**config.mk**
```make
export PLATFORM = sky130hd
export DESIGN_NAME = playfair_digraph_cipher_flat
export DESIGN_NICKNAME = d
export VERILOG_FILES = /design/src/plf_pkg.sv /design/src/plf_ifs.sv /design/src/plf_tables.sv /design/src/plf_keybuild.sv /design/src/plf_text.sv /design/src/playfair_digraph_cipher.sv /design/src/flat_wrapper.sv
export VERILOG_INCLUDE_DIRS = /design/src /design/src/src
export SDC_FILE = /design/constraint.sdc
export NUM_CORES = 1
export LEC_CHECK = 0
export BUFFER_PORTS_ARGS = -buffer_cell sky130_fd_sc_hd__buf_2
export CAP_MARGIN = 5
export CORE_MARGIN = 4
export CORE_UTILIZATION = 55
export CTS_CLUSTER_SIZE = 14
export DETAILED_ROUTE_END_ITERATION = 8
export PLACE_DENSITY = 0.72
export SLEW_MARGIN = 20
export SYNTH_ARGS = -nofsm -noshare
export SYNTH_HDL_FRONTEND = slang
export SYNTH_SLANG_ARGS = --single-unit
```
**constraint.sdc**
```tcl
create_clock -name i_clk -period 11.05 [get_ports i_clk]
set_input_delay 2.21 -clock i_clk [delete_from_list [all_inputs] [get_ports i_clk]]
set_output_delay 2.21 -clock i_clk [all_outputs]
set_load 0.02 [all_outputs]
```
**src/playfair_digraph_cipher_macros.svh**
```systemverilog
// Assertion macros for the Playfair digraph cipher block.
// Included by the modules that carry concurrent checks; no other dependencies.
`ifndef PLAYFAIR_DIGRAPH_CIPHER_MACROS_SVH
`define PLAYFAIR_DIGRAPH_CIPHER_MACROS_SVH

`ifndef SYNTHESIS
`define PLF_ASSERT_IMPL(lbl, clk, rst_n, ante, cons) \
    lbl: assert property (@(posedge clk) disable iff (!rst_n) (ante) |-> (cons)) \
        else $error("%m: check failed");
`define PLF_ASSERT_NEXT(lbl, clk, rst_n, ante, cons) \
    lbl: assert property (@(posedge clk) disable iff (!rst_n) (ante) |=> (cons)) \
        else $error("%m: check failed");
`else
`define PLF_ASSERT_IMPL(lbl, clk, rst_n, ante, cons)
`define PLF_ASSERT_NEXT(lbl, clk, rst_n, ante, cons)
`endif

`endif

```
**src/plf_pkg.sv**
```systemverilog
// Shared types, constants and helper functions for the Playfair digraph cipher.
// Used by the interfaces and by every module of the block.
`default_nettype none

package plf_pkg;

    localparam int LETTER_W        = 5;
    localparam int CELL_W          = 5;
    localparam int GRID_W          = 3;
    localparam int KEY_W           = 60;
    localparam int CELLS           = 25;
    localparam int LETTERS         = 26;
    localparam int MAX_KEY_LETTERS_DEF = 24;

    localparam logic [LETTER_W-1:0] LETTER_I = 5'd8;
    localparam logic [LETTER_W-1:0] LETTER_J = 5'd9;
    localparam logic [LETTER_W-1:0] MAX_CODE = 5'd25;
    localparam logic [GRID_W-1:0]   GRID_LAST = 3'd4;

    localparam logic [7:0] CH_A        = 8'h41;
    localparam logic [7:0] CH_Z        = 8'h5A;
    localparam logic [7:0] CH_LOWER_A  = 8'h61;
    localparam logic [7:0] CH_LOWER_Z  = 8'h7A;
    localparam logic [7:0] CASE_OFFSET = 8'h20;

    localparam logic KIND_BUILD = 1'b0;
    localparam logic KIND_TEXT  = 1'b1;

    typedef enum logic [1:0] {
        CFG_KEY_LOW  = 2'd0,
        CFG_KEY_HIGH = 2'd1,
        CFG_KEY_LEN  = 2'd2,
        CFG_DECRYPT  = 2'd3
    } t_cfg_idx;

    typedef struct packed {
        logic [GRID_W-1:0] row;
        logic [GRID_W-1:0] col;
    } t_pos;

    typedef struct packed {
        logic                en;
        logic [CELL_W-1:0]   tab_idx;
        logic [LETTER_W-1:0] letter;
        logic [LETTER_W-1:0] slot;
        t_pos                pos;
    } t_tbl_wr;

    typedef struct packed {
        logic [LETTER_W-1:0] pos_addr0;
        logic [LETTER_W-1:0] pos_addr1;
        logic [CELL_W-1:0]   tab_addr0;
        logic [CELL_W-1:0]   tab_addr1;
    } t_tbl_rd;

    function automatic logic [LETTER_W-1:0] merge_ij(input logic [LETTER_W-1:0] c);
        return (c == LETTER_J) ? LETTER_I : c;
    endfunction

    function automatic logic [GRID_W-1:0] grid_step(input logic [GRID_W-1:0] v,
                                                    input logic back);
        logic [GRID_W-1:0] r;
        if (back) begin
            r = (v == '0) ? GRID_LAST : v - 3'd1;
        end else begin
            r = (v == GRID_LAST) ? '0 : v + 3'd1;
        end
        return r;
    endfunction

    function automatic logic [CELL_W-1:0] cell_of(input logic [GRID_W-1:0] row,
                                                  input logic [GRID_W-1:0] col);
        return {row[2:0], 2'b00} + CELL_W'(row) + CELL_W'(col);
    endfunction

endpackage

`default_nettype wire

```
**src/plf_ifs.sv**
```systemverilog
// Valid/ready channel interfaces for text items, result items and configuration writes.
// Depends on plf_pkg for field widths.
`default_nettype none

interface plf_in_if import plf_pkg::*; ();
    logic       valid;
    logic       ready;
    logic       kind;
    logic [7:0] text_byte;
    modport source (output valid, output kind, output text_byte, input ready);
    modport sink   (input valid, input kind, input text_byte, output ready);
endinterface

interface plf_out_if import plf_pkg::*; ();
    logic       valid;
    logic       ready;
    logic [7:0] out_char;
    logic       last_of_run;
    modport source (output valid, output out_char, output last_of_run, input ready);
    modport sink   (input valid, input out_char, input last_of_run, output ready);
endinterface

interface plf_cfg_if import plf_pkg::*; ();
    logic             valid;
    logic             ready;
    logic [1:0]       index;
    logic [KEY_W-1:0] data;
    modport source (output valid, output index, output data, input ready);
    modport sink   (input valid, input index, input data, output ready);
endinterface

`default_nettype wire

```
**src/plf_tables.sv**
```systemverilog
// Key table memory (cell to letter) and position memory (letter to row and column).
// Depends on plf_pkg; both memories have one write port and two registered read ports.
`default_nettype none

module plf_tables import plf_pkg::*; (
    input  wire logic                i_clk,
    input  wire t_tbl_wr             i_wr,
    input  wire t_tbl_rd             i_rd,
    output t_pos                     o_pos0,
    output t_pos                     o_pos1,
    output logic [LETTER_W-1:0]      o_tab0,
    output logic [LETTER_W-1:0]      o_tab1
);

    logic [LETTER_W-1:0] r_tab_mem [CELLS];
    t_pos                r_pos_mem [LETTERS];
    t_pos                r_pos0;
    t_pos                r_pos1;
    logic [LETTER_W-1:0] r_tab0;
    logic [LETTER_W-1:0] r_tab1;

    always_ff @(posedge i_clk) begin
        if (i_wr.en) begin
            r_tab_mem[i_wr.tab_idx] <= i_wr.letter;
            r_pos_mem[i_wr.slot] <= i_wr.pos;
        end
        r_tab0 <= r_tab_mem[i_rd.tab_addr0];
        r_tab1 <= r_tab_mem[i_rd.tab_addr1];
        r_pos0 <= r_pos_mem[i_rd.pos_addr0];
        r_pos1 <= r_pos_mem[i_rd.pos_addr1];
    end

    assign o_pos0 = r_pos0;
    assign o_pos1 = r_pos1;
    assign o_tab0 = r_tab0;
    assign o_tab1 = r_tab1;

endmodule

`default_nettype wire

```
**src/plf_keybuild.sv**
```systemverilog
// Key table builder: walks the key letters, then the alphabet, one letter per cycle.
// Depends on plf_pkg; drives the write port of plf_tables.
`default_nettype none

module plf_keybuild import plf_pkg::*; #(
    parameter int MAX_KEY_LETTERS = MAX_KEY_LETTERS_DEF
) (
    input  wire logic             i_clk,
    input  wire logic             i_rst_n,
    input  wire logic             i_start,
    input  wire logic [KEY_W-1:0] i_key_low,
    input  wire logic [KEY_W-1:0] i_key_high,
    input  wire logic [4:0]       i_key_len,
    output logic                  o_busy,
    output t_tbl_wr               o_wr
);

    `include "playfair_digraph_cipher_macros.svh"

    typedef enum logic [1:0] {B_IDLE, B_KEY, B_FILL} t_bphase;

    t_bphase             r_phase, n_phase;
    logic [4:0]          r_k, n_k;
    logic [4:0]          r_len, n_len;
    logic [4:0]          r_c, n_c;
    logic [CELL_W-1:0]   r_n, n_n;
    logic [GRID_W-1:0]   r_row, n_row;
    logic [GRID_W-1:0]   r_col, n_col;
    logic [LETTERS-1:0]  r_used, n_used;

    logic [2*KEY_W-1:0]  key_all;
    logic [6:0]          key_bit;
    logic [LETTER_W-1:0] key_c;
    logic [LETTER_W-1:0] cand;
    logic [LETTER_W-1:0] slot;
    logic                take;

    assign key_all = {i_key_high, i_key_low};
    assign key_bit = {r_k, 2'b00} + 7'(r_k);
    assign key_c   = key_all[key_bit +: LETTER_W];

    always_comb begin
        n_phase = r_phase;
        n_k     = r_k;
        n_len   = r_len;
        n_c     = r_c;
        n_n     = r_n;
        n_row   = r_row;
        n_col   = r_col;
        n_used  = r_used;
        cand    = r_c;
        slot    = merge_ij(r_c);
        take    = 1'b0;
        unique case (r_phase)
            B_IDLE: begin
                if (i_start) begin
                    n_phase = B_KEY;
                    n_k     = '0;
                    n_n     = '0;
                    n_row   = '0;
                    n_col   = '0;
                    n_used  = '0;
                    n_len   = (i_key_len > 5'(MAX_KEY_LETTERS)) ? 5'(MAX_KEY_LETTERS)
                                                                : i_key_len;
                end
            end
            B_KEY: begin
                if (r_k == r_len) begin
                    n_phase = B_FILL;
                    n_c     = '0;
                end else begin
                    cand = key_c;
                    slot = merge_ij(key_c);
                    take = (cand <= MAX_CODE && r_n < CELL_W'(CELLS)) ? !r_used[slot]
                                                                       : 1'b0;
                    n_k  = r_k + 5'd1;
                end
            end
            B_FILL: begin
                if (r_n == CELL_W'(CELLS) || r_c == 5'(LETTERS)) begin
                    n_phase = B_IDLE;
                end else begin
                    take = !r_used[slot];
                    n_c  = r_c + 5'd1;
                end
            end
            default: n_phase = B_IDLE;
        endcase
        if (take) begin
            n_used[slot] = 1'b1;
            n_n          = r_n + 5'd1;
            if (r_col == GRID_LAST) begin
                n_col = '0;
                n_row = r_row + 3'd1;
            end else begin
                n_col = r_col + 3'd1;
            end
        end
    end

    always_comb begin
        o_wr.en      = take;
        o_wr.tab_idx = r_n;
        o_wr.letter  = cand;
        o_wr.slot    = slot;
        o_wr.pos     = '{row: r_row, col: r_col};
    end

    assign o_busy = (r_phase != B_IDLE);

    always_ff @(posedge i_clk) begin
        if (!i_rst_n) begin
            r_phase <= B_IDLE;
            r_k     <= '0;
            r_len   <= '0;
            r_c     <= '0;
            r_n     <= '0;
            r_row   <= '0;
            r_col   <= '0;
            r_used  <= '0;
        end else begin
            r_phase <= n_phase;
            r_k     <= n_k;
            r_len   <= n_len;
            r_c     <= n_c;
            r_n     <= n_n;
            r_row   <= n_row;
            r_col   <= n_col;
            r_used  <= n_used;
        end
    end

    `PLF_ASSERT_IMPL(a_no_j_slot, i_clk, i_rst_n, o_wr.en, o_wr.slot != LETTER_J)
    `PLF_ASSERT_IMPL(a_key_fits, i_clk, i_rst_n, r_phase == B_KEY, r_n < CELL_W'(CELLS))
    `PLF_ASSERT_NEXT(a_full_ends, i_clk, i_rst_n, r_phase == B_FILL && r_n == CELL_W'(CELLS), r_phase == B_IDLE)

endmodule

`default_nettype wire

```
**src/plf_text.sv**
```systemverilog
// Text sequencer: case folding, pass-through, pairing and digraph rules, result buffer.
// Depends on plf_pkg, the channel interfaces and the read ports of plf_tables.
`default_nettype none

module plf_text import plf_pkg::*; (
    input  wire logic                i_clk,
    input  wire logic                i_rst_n,
    plf_in_if.sink                   i_in,
    plf_out_if.source                o_out,
    input  wire logic                i_decrypt,
    input  wire logic                i_build_busy,
    input  wire t_pos                i_pos0,
    input  wire t_pos                i_pos1,
    input  wire logic [LETTER_W-1:0] i_tab0,
    input  wire logic [LETTER_W-1:0] i_tab1,
    output logic                     o_build_start,
    output t_tbl_rd                  o_rd
);

    `include "playfair_digraph_cipher_macros.svh"

    typedef enum logic [2:0] {T_IDLE, T_BUILD, T_POS, T_TAB} t_tstate;

    t_tstate             r_state, n_state;
    logic                r_pending, n_pending;
    logic [LETTER_W-1:0] r_held, n_held;
    logic [1:0]          r_out_cnt, n_out_cnt;
    logic [7:0]          r_q_char [2];
    logic [7:0]          n_q_char [2];
    logic                r_q_last [2];
    logic                n_q_last [2];

    logic                acc;
    logic                pop;
    logic [7:0]          up;
    logic                is_letter;
    logic [LETTER_W-1:0] code;
    logic [GRID_W-1:0]   or0, oc0, or1, oc1;

    assign i_in.ready = (r_state == T_IDLE) && (r_out_cnt == 2'd0);
    assign acc        = i_in.valid && i_in.ready;
    assign pop        = o_out.valid && o_out.ready;

    assign up = (i_in.text_byte >= CH_LOWER_A && i_in.text_byte <= CH_LOWER_Z)
              ? i_in.text_byte - CASE_OFFSET : i_in.text_byte;
    assign is_letter = (up >= CH_A) && (up <= CH_Z);
    assign code      = LETTER_W'(up - CH_A);

    always_comb begin
        if (i_pos0.col == i_pos1.col) begin
            or0 = grid_step(i_pos0.row, i_decrypt);
            or1 = grid_step(i_pos1.row, i_decrypt);
            oc0 = i_pos0.col;
            oc1 = i_pos1.col;
        end else if (i_pos0.row == i_pos1.row) begin
            or0 = i_pos0.row;
            or1 = i_pos1.row;
            oc0 = grid_step(i_pos0.col, i_decrypt);
            oc1 = grid_step(i_pos1.col, i_decrypt);
        end else begin
            or0 = i_pos0.row;
            or1 = i_pos1.row;
            oc0 = i_pos1.col;
            oc1 = i_pos0.col;
        end
    end

    always_comb begin
        o_rd.pos_addr0 = merge_ij(r_held);
        o_rd.pos_addr1 = merge_ij(code);
        o_rd.tab_addr0 = cell_of(or0, oc0);
        o_rd.tab_addr1 = cell_of(or1, oc1);
    end

    assign o_build_start     = acc && (i_in.kind == KIND_BUILD);
    assign o_out.valid       = (r_out_cnt != 2'd0);
    assign o_out.out_char    = r_q_char[0];
    assign o_out.last_of_run = r_q_last[0];

    always_comb begin
        n_state   = r_state;
        n_pending = r_pending;
        n_held    = r_held;
        n_out_cnt = r_out_cnt;
        n_q_char  = r_q_char;
        n_q_last  = r_q_last;
        if (pop) begin
            n_q_char[0] = r_q_char[1];
            n_q_last[0] = r_q_last[1];
            n_out_cnt   = r_out_cnt - 2'd1;
        end
        unique case (r_state)
            T_IDLE: begin
                if (acc) begin
                    if (i_in.kind == KIND_BUILD) begin
                        n_pending = 1'b0;
                        n_held    = '0;
                        n_state   = T_BUILD;
                    end else if (!is_letter) begin
                        n_q_char[0] = up;
                        n_q_last[0] = 1'b1;
                        n_out_cnt   = 2'd1;
                    end else if (!r_pending) begin
                        n_held    = code;
                        n_pending = 1'b1;
                    end else begin
                        n_pending = 1'b0;
                        n_state   = T_POS;
                    end
                end
            end
            T_BUILD: begin
                if (!i_build_busy) begin
                    n_state = T_IDLE;
                end
            end
            T_POS: begin
                n_state = T_TAB;
            end
            T_TAB: begin
                n_q_char[0] = 8'(i_tab0) + CH_A;
                n_q_last[0] = 1'b0;
                n_q_char[1] = 8'(i_tab1) + CH_A;
                n_q_last[1] = 1'b1;
                n_out_cnt   = 2'd2;
                n_state     = T_IDLE;
            end
            default: n_state = T_IDLE;
        endcase
    end

    always_ff @(posedge i_clk) begin
        if (!i_rst_n) begin
            r_state   <= T_IDLE;
            r_pending <= 1'b0;
            r_held    <= '0;
            r_out_cnt <= '0;
        end else begin
            r_state   <= n_state;
            r_pending <= n_pending;
            r_held    <= n_held;
            r_out_cnt <= n_out_cnt;
        end
        r_q_char <= n_q_char;
        r_q_last <= n_q_last;
    end

    `PLF_ASSERT_NEXT(a_build_clears_pending, i_clk, i_rst_n, acc && i_in.kind == KIND_BUILD, !r_pending)
    `PLF_ASSERT_IMPL(a_pair_lands_empty, i_clk, i_rst_n, r_state == T_TAB, r_out_cnt == 2'd0)
    `PLF_ASSERT_IMPL(a_no_build_in_lookup, i_clk, i_rst_n, r_state == T_POS || r_state == T_TAB, !i_build_busy)
    `PLF_ASSERT_NEXT(a_pos_then_tab, i_clk, i_rst_n, r_state == T_POS, r_state == T_TAB)

endmodule

`default_nettype wire

```
**src/playfair_digraph_cipher.sv**
```systemverilog
// Playfair digraph cipher. A non-letter item's result is registered and offered in the cycle
// after acceptance; the second letter of a pair gives two results, set by the position read,
// then the key table read and then the result buffer. A build item walks the key letters
// and then the alphabet, one letter per cycle in the builder. The next item is taken once the
// sequencer is idle and all results are delivered. Reset clears control state and the
// configuration registers; the key table is undefined until the first build item.
`default_nettype none

module playfair_digraph_cipher import plf_pkg::*; #(
    parameter int MAX_KEY_LETTERS = MAX_KEY_LETTERS_DEF
) (
    input  wire logic  i_clk,
    input  wire logic  i_rst_n,
    plf_in_if.sink     i_in,
    plf_out_if.source  o_out,
    plf_cfg_if.sink    i_cfg
);

    logic [KEY_W-1:0]    r_key_low;
    logic [KEY_W-1:0]    r_key_high;
    logic [4:0]          r_key_len;
    logic                r_decrypt;

    logic                build_start;
    logic                build_busy;
    t_tbl_wr             tbl_wr;
    t_tbl_rd             tbl_rd;
    t_pos                pos0;
    t_pos                pos1;
    logic [LETTER_W-1:0] tab0;
    logic [LETTER_W-1:0] tab1;

    assign i_cfg.ready = 1'b1;

    always_ff @(posedge i_clk) begin
        if (!i_rst_n) begin
            r_key_low  <= '0;
            r_key_high <= '0;
            r_key_len  <= '0;
            r_decrypt  <= 1'b0;
        end else if (i_cfg.valid && i_cfg.ready) begin
            unique case (t_cfg_idx'(i_cfg.index))
                CFG_KEY_LOW:  r_key_low  <= i_cfg.data;
                CFG_KEY_HIGH: r_key_high <= i_cfg.data;
                CFG_KEY_LEN:  r_key_len  <= i_cfg.data[4:0];
                CFG_DECRYPT:  r_decrypt  <= i_cfg.data[0];
                default: ;
            endcase
        end
    end

    plf_keybuild #(
        .MAX_KEY_LETTERS(MAX_KEY_LETTERS)
    ) u_keybuild (
        .i_clk      (i_clk),
        .i_rst_n    (i_rst_n),
        .i_start    (build_start),
        .i_key_low  (r_key_low),
        .i_key_high (r_key_high),
        .i_key_len  (r_key_len),
        .o_busy     (build_busy),
        .o_wr       (tbl_wr)
    );

    plf_tables u_tables (
        .i_clk  (i_clk),
        .i_wr   (tbl_wr),
        .i_rd   (tbl_rd),
        .o_pos0 (pos0),
        .o_pos1 (pos1),
        .o_tab0 (tab0),
        .o_tab1 (tab1)
    );

    plf_text u_text (
        .i_clk         (i_clk),
        .i_rst_n       (i_rst_n),
        .i_in          (i_in),
        .o_out         (o_out),
        .i_decrypt     (r_decrypt),
        .i_build_busy  (build_busy),
        .i_pos0        (pos0),
        .i_pos1        (pos1),
        .i_tab0        (tab0),
        .i_tab1        (tab1),
        .o_build_start (build_start),
        .o_rd          (tbl_rd)
    );

endmodule

`default_nettype wire
```
**src/flat_wrapper.sv**
```systemverilog
// flat-port wrapper written by rule: the top's interface ports become plain ports
module playfair_digraph_cipher_flat import plf_pkg::*;
#(
    parameter int MAX_KEY_LETTERS = MAX_KEY_LETTERS_DEF
)
  (i_clk, i_rst_n, i_in_valid, i_in_kind, i_in_text_byte, i_in_ready, o_out_valid, o_out_out_char, o_out_last_of_run, o_out_ready, i_cfg_valid, i_cfg_index, i_cfg_data, i_cfg_ready);
  plf_in_if i_in_i ();
  plf_out_if o_out_i ();
  plf_cfg_if i_cfg_i ();
  input  wire logic i_clk;
  input  wire logic i_rst_n;
  input wire logic [$bits(i_in_i.valid)-1:0] i_in_valid;
  input wire logic [$bits(i_in_i.kind)-1:0] i_in_kind;
  input wire logic [$bits(i_in_i.text_byte)-1:0] i_in_text_byte;
  output wire logic [$bits(i_in_i.ready)-1:0] i_in_ready;
  output wire logic [$bits(o_out_i.valid)-1:0] o_out_valid;
  output wire logic [$bits(o_out_i.out_char)-1:0] o_out_out_char;
  output wire logic [$bits(o_out_i.last_of_run)-1:0] o_out_last_of_run;
  input wire logic [$bits(o_out_i.ready)-1:0] o_out_ready;
  input wire logic [$bits(i_cfg_i.valid)-1:0] i_cfg_valid;
  input wire logic [$bits(i_cfg_i.index)-1:0] i_cfg_index;
  input wire logic [$bits(i_cfg_i.data)-1:0] i_cfg_data;
  output wire logic [$bits(i_cfg_i.ready)-1:0] i_cfg_ready;
  assign i_in_i.valid = i_in_valid;
  assign i_in_i.kind = i_in_kind;
  assign i_in_i.text_byte = i_in_text_byte;
  assign i_in_ready = i_in_i.ready;
  assign o_out_valid = o_out_i.valid;
  assign o_out_out_char = o_out_i.out_char;
  assign o_out_last_of_run = o_out_i.last_of_run;
  assign o_out_i.ready = o_out_ready;
  assign i_cfg_i.valid = i_cfg_valid;
  assign i_cfg_i.index = i_cfg_index;
  assign i_cfg_i.data = i_cfg_data;
  assign i_cfg_ready = i_cfg_i.ready;
  playfair_digraph_cipher #(.MAX_KEY_LETTERS(MAX_KEY_LETTERS)) u_core (.i_clk(i_clk), .i_rst_n(i_rst_n), .i_in(i_in_i), .o_out(o_out_i), .i_cfg(i_cfg_i));
endmodule
```
==> metrics.txt <==
# TYPE chip_impl_metric gauge
chip_impl_info{name="timing.hold.worst.class",value="reg -> reg"} 1
chip_impl_info{name="regToRegStartpoint",value="u_core.u_keybuild.r_k[0]"} 1
chip_impl_metric{name="gp_routability_congestion",unit=""} 0.964
chip_impl_info{name="worst_path_max_delay_cell",value="dfxtp_4"} 1
chip_impl_metric{name="cts_buf_count",unit=""} 52
chip_impl_metric{name="finalSetupViolations",unit=""} 0
chip_impl_metric{name="yosys.cell_types.count",unit=""} 73
chip_impl_metric{name="synth_seq_cells",unit=""} 508
chip_impl_metric{name="setup.reg_to_reg.worst_slack",unit="ns"} 4.09
chip_impl_metric{name="grt_first_pass_wirelength",unit="mm"} 119
chip_impl_metric{name="yosys_warnings",unit=""} 0
chip_impl_metric{name="critPathArrivalTime",unit="ns"} 7.21
chip_impl_metric{name="vias_in_the_first_global_route",unit=""} 20600
chip_impl_metric{name="die_width",unit="um"} 236
chip_impl_info{name="critical_path.endpoint_type",value="register"} 1
chip_impl_info{name="ys_top_cells_by_area",value="edfxtp_1 (30%), mux4_2 (16%), dfxtp_1 (15%)"} 1
chip_impl_metric{name="final_layout_size_suffix_gt1_frac",unit=""} 0.189
chip_impl_metric{name="cellLeakagePower",unit="uW"} 0.0104
chip_impl_metric{name="totalNegativeSetupSlack",unit="ns"} 0
chip_impl_info{name="final_common_cell",value="nand2_1"} 1
chip_impl_info{name="worst_setup_path_start_kind",value="register"} 1
chip_impl_metric{name="grt_antenna_before_repair",unit=""} 0
chip_impl_info{name="worst_setup_path_startpoint",value="u_core.u_keybuild.r_k[0]"} 1
chip_impl_metric{name="dr.pass1.iters",unit=""} 6
chip_impl_metric{name="final.min_clock_period",unit="ns"} 6.96
chip_impl_metric{name="cp_data_required_time",unit="ns"} 11.30
chip_impl_metric{name="syn_inst",unit=""} 2537
chip_impl_metric{name="insertion_delay",unit="ns"} 0.62
chip_impl_metric{name="timing_hold_violations_final",unit=""} 0
chip_impl_metric{name="htree_levels",unit=""} 2
chip_impl_metric{name="die_area",unit="um2"} 55700
chip_impl_info{name="critical_path.endpoint",value="u_core.u_tables.r_pos_mem[23][4]"} 1
chip_impl_metric{name="timing.max_slew.rel_slack",unit=""} 0.322
chip_impl_metric{name="max_freq",unit="GHz"} 0.144
chip_impl_metric{name="clkTransAtPathRegs",unit="ns"} 0.06
chip_impl_metric{name="number_of_flops_mapped_to_enable_cells_by_yosys",unit=""} 287
chip_impl_metric{name="cts_setup_buffers",unit=""} 0
chip_impl_metric{name="worst_pin_slew",unit="ns"} 1.01
chip_impl_metric{name="fillers",unit=""} 4069
chip_impl_info{name="run_status",value="finished clean"} 1
chip_impl_info{name="crit_path_cell_trace",value="ha_4, fa_1, buf_4, inv_1, nor3_1, a2111oi_0, o32ai_1, o21ai_0, inv_1, a21oi_1, mux2i_1, o211ai_1, a41oi_4, buf_4, nand3b_1, nor2_1"} 1
chip_impl_metric{name="number_of_rows_created_at_floorplan",unit=""} 83
chip_impl_metric{name="placed_cell_area",unit="um2"} 29300
chip_impl_metric{name="grt_max_degree",unit=""} 82
chip_impl_info{name="regToRegEndpoint",value="u_core.u_tables.r_pos_mem[23][4]"} 1
chip_impl_metric{name="area_of_the_mapped_netlist",unit="um2"} 28600
chip_impl_metric{name="finalCoreUtilization",unit=""} 0.604
chip_impl_metric{name="clock-skew-final",unit="ns"} 0.0207
chip_impl_metric{name="grt_overflow_total",unit=""} 0
chip_impl_metric{name="global_route.usage.total",unit=""} 0.268
chip_impl_metric{name="timing.reg2reg.worst_path_depth",unit=""} 16
chip_impl_metric{name="cts_hold_repair.buffers",unit=""} 0
chip_impl_metric{name="routedWlPerCell",unit="um"} 23.6
chip_impl_metric{name="design_area",unit="um2"} 31100
chip_impl_metric{name="num-nets-final",unit=""} 2655
chip_impl_metric{name="critical_path.max_fanout",unit=""} 54
chip_impl_metric{name="synth_top_area_frac",unit=""} 0.302
chip_impl_info{name="crit_type",value="reg -> reg"} 1
chip_impl_metric{name="cts_repair_resize_count",unit=""} 0
chip_impl_info{name="ys.flop_type",value="edfxtp_1"} 1
chip_impl_metric{name="drt.antenna.violating_nets",unit=""} 0
chip_impl_metric{name="clock_tree.buffer_depth",unit=""} 3
chip_impl_metric{name="initial_utilization",unit=""} 0.556
chip_impl_metric{name="postSynthAreaPerCell",unit="um2"} 11.3
chip_impl_metric{name="period_share",unit=""} 0.630
chip_impl_metric{name="core_area",unit="um2"} 51400
chip_impl_metric{name="cellPowerDensity",unit="nW/um2"} 205
chip_impl_metric{name="via_count",unit=""} 21300
chip_impl_info{name="grt_setup_unrepaired",value="false"} 1
chip_impl_metric{name="pin_count",unit=""} 88
chip_impl_metric{name="place.detailed.hpwl",unit="mm"} 53.6
chip_impl_metric{name="insertedDiodeCount",unit=""} 0
chip_impl_metric{name="syn_nets",unit=""} 2673
chip_impl_metric{name="die_y",unit="um"} 236
chip_impl_metric{name="numPortBuffers",unit=""} 86
chip_impl_metric{name="peakVddDrop",unit="V"} 0.000272
chip_impl_metric{name="vias_per_cell",unit=""} 6.57
chip_impl_info{name="commonest_cells_after_routing_fill_and_taps_aside",value="nand2_1 (425), edfxtp_1 (287), dfxtp_1 (216), mux4_2 (202), mux2i_1 (186)"} 1
chip_impl_metric{name="synth_async_sr_flop_share",unit=""} 0
chip_impl_metric{name="largest_stage_delay_worst_path",unit="ns"} 0.93
chip_impl_metric{name="postRouteWirelength",unit="mm"} 76.6
chip_impl_metric{name="finalPower",unit="uW"} 6370
chip_impl_info{name="cts_root_buf",value="clkbuf_16"} 1
chip_impl_info{name="netlist.top_cell.by_area",value="edfxtp_1"} 1
chip_impl_metric{name="final_max_slew_viol_count",unit=""} 0
chip_impl_metric{name="yosysSeqAreaShare",unit=""} 0.457
chip_impl_metric{name="dr.first_iter.drc_count",unit=""} 2201
chip_impl_metric{name="max-cap-violations",unit=""} 0
chip_impl_metric{name="synthToLayoutAreaGrowth",unit="%"} 8.71
chip_impl_metric{name="cts_num_sinks",unit=""} 508
chip_impl_info{name="tritoncts",value="built"} 1
chip_impl_metric{name="post-route-drc-count",unit=""} 0
routing by layer:
layer / global-route usage / part of all wire
met2: 0.439 / 0.48
met4: 0.0692 / 0.025
met1: 0.374 / 0.41
met3: 0.0481 / 0.079
met5: 0 / 0
worst min-delay path by stage:
stage / from / to / slack, ns / cells past startpoint
floorplan: u_core.r_key_low[0] / u_core.r_key_low[0] / 0.43 / 2
CTS: u_core.r_key_low[0] / u_core.r_key_low[0] / 0.46 / 2
finish: u_core.r_key_low[0] / u_core.r_key_low[0] / 0.46 / 2
detailed placement: u_core.r_key_low[0] / u_core.r_key_low[0] / 0.45 / 2
global placement: u_core.r_key_low[0] / u_core.r_key_low[0] / 0.45 / 2
global route: u_core.u_keybuild.r_used[16] / u_core.u_keybuild.r_used[16] / 0.49 / 2
worst max-delay path: cells and delay by family (launching register included):
family	cells	cell delay [ns]
AO/OA/AOI/OAI	6	2.31
buffers and inverters	4	1.57
flip-flops	1	0.93
AND/OR/NAND/NOR	3	0.90
multiplexers	1	0.21
adder cells (fa/ha/maj)	2	0.62
cells in the mapped netlist, drive strengths merged, types with 19 or more instances:
cell and instances:
nand2 426, edfxtp 287, dfxtp 221, mux4 202
mux2i 186, a21oi 180, clkbuf 127, nor2 123
o21ai 101, buf 67, nand3 61, ha 55
inv 48, mux2 47, a211oi 44, o22ai 36
nor3 27, a22oi 22, and3 22, nand2b 19
power breakdown:
| part | internal (uW) | leakage [uW] | switching, uW | total, uW |
|---|---|---|---|---|
| clock | 1020 | 0.000838 | 745 | 1760 |
| combinational | 1160 | 0.00523 | 1270 | 2440 |
| sequential | 2070 | 0.00431 | 92.5 | 2170 |
| total | 4260 | 0.0104 | 2110 | 6370 |
through the flow:
step / instances / hold WS (ns) / worst slack [ns]
after floorplan: 2537 / 0.433 / 5.21
after global placement: 3145 / 0.450 / 3.86
after detailed placement: 3145 / 0.448 / 3.69
after CTS: 3240 / 0.459 / 4.14
after global routing: 3240 / 0.494 / 3.55
final: 3240 / 0.460 / 4.09
cell type report:
type	instances	area [um2]	share of cell area
multi-input cells	1785	14500	0.468
clock inverters	21	262	0.00842
inverters	50	190	0.00612
repair buffers	122	701	0.0226
flip-flops and latches	508	13100	0.420
clock buffers	74	1460	0.0471
well taps	680	851	0.0274
logic make-up after synthesis:
group	share of synthesized area
XOR/XNOR	0.00920
AND/OR/NAND/NOR	0.118
multiplexers	0.243
other	0.000131
AO/OA/AOI/OAI	0.107
buffers and inverters	0.0385
flip-flops	0.457
adder cells (fa/ha/maj)	0.0276
sequential cells by signal (all words and copies together), names as in the netlist, 8 cells and up:
signal                        flops
u_core.u_text.o_out.out_char      8
u_core.r_key_high                60
u_core.r_key_low                 60
u_core.u_tables.r_pos_mem       156
u_core.u_keybuild.r_used         26
u_core.u_tables.r_tab_mem       125
(Power assumes the default switching activity.)
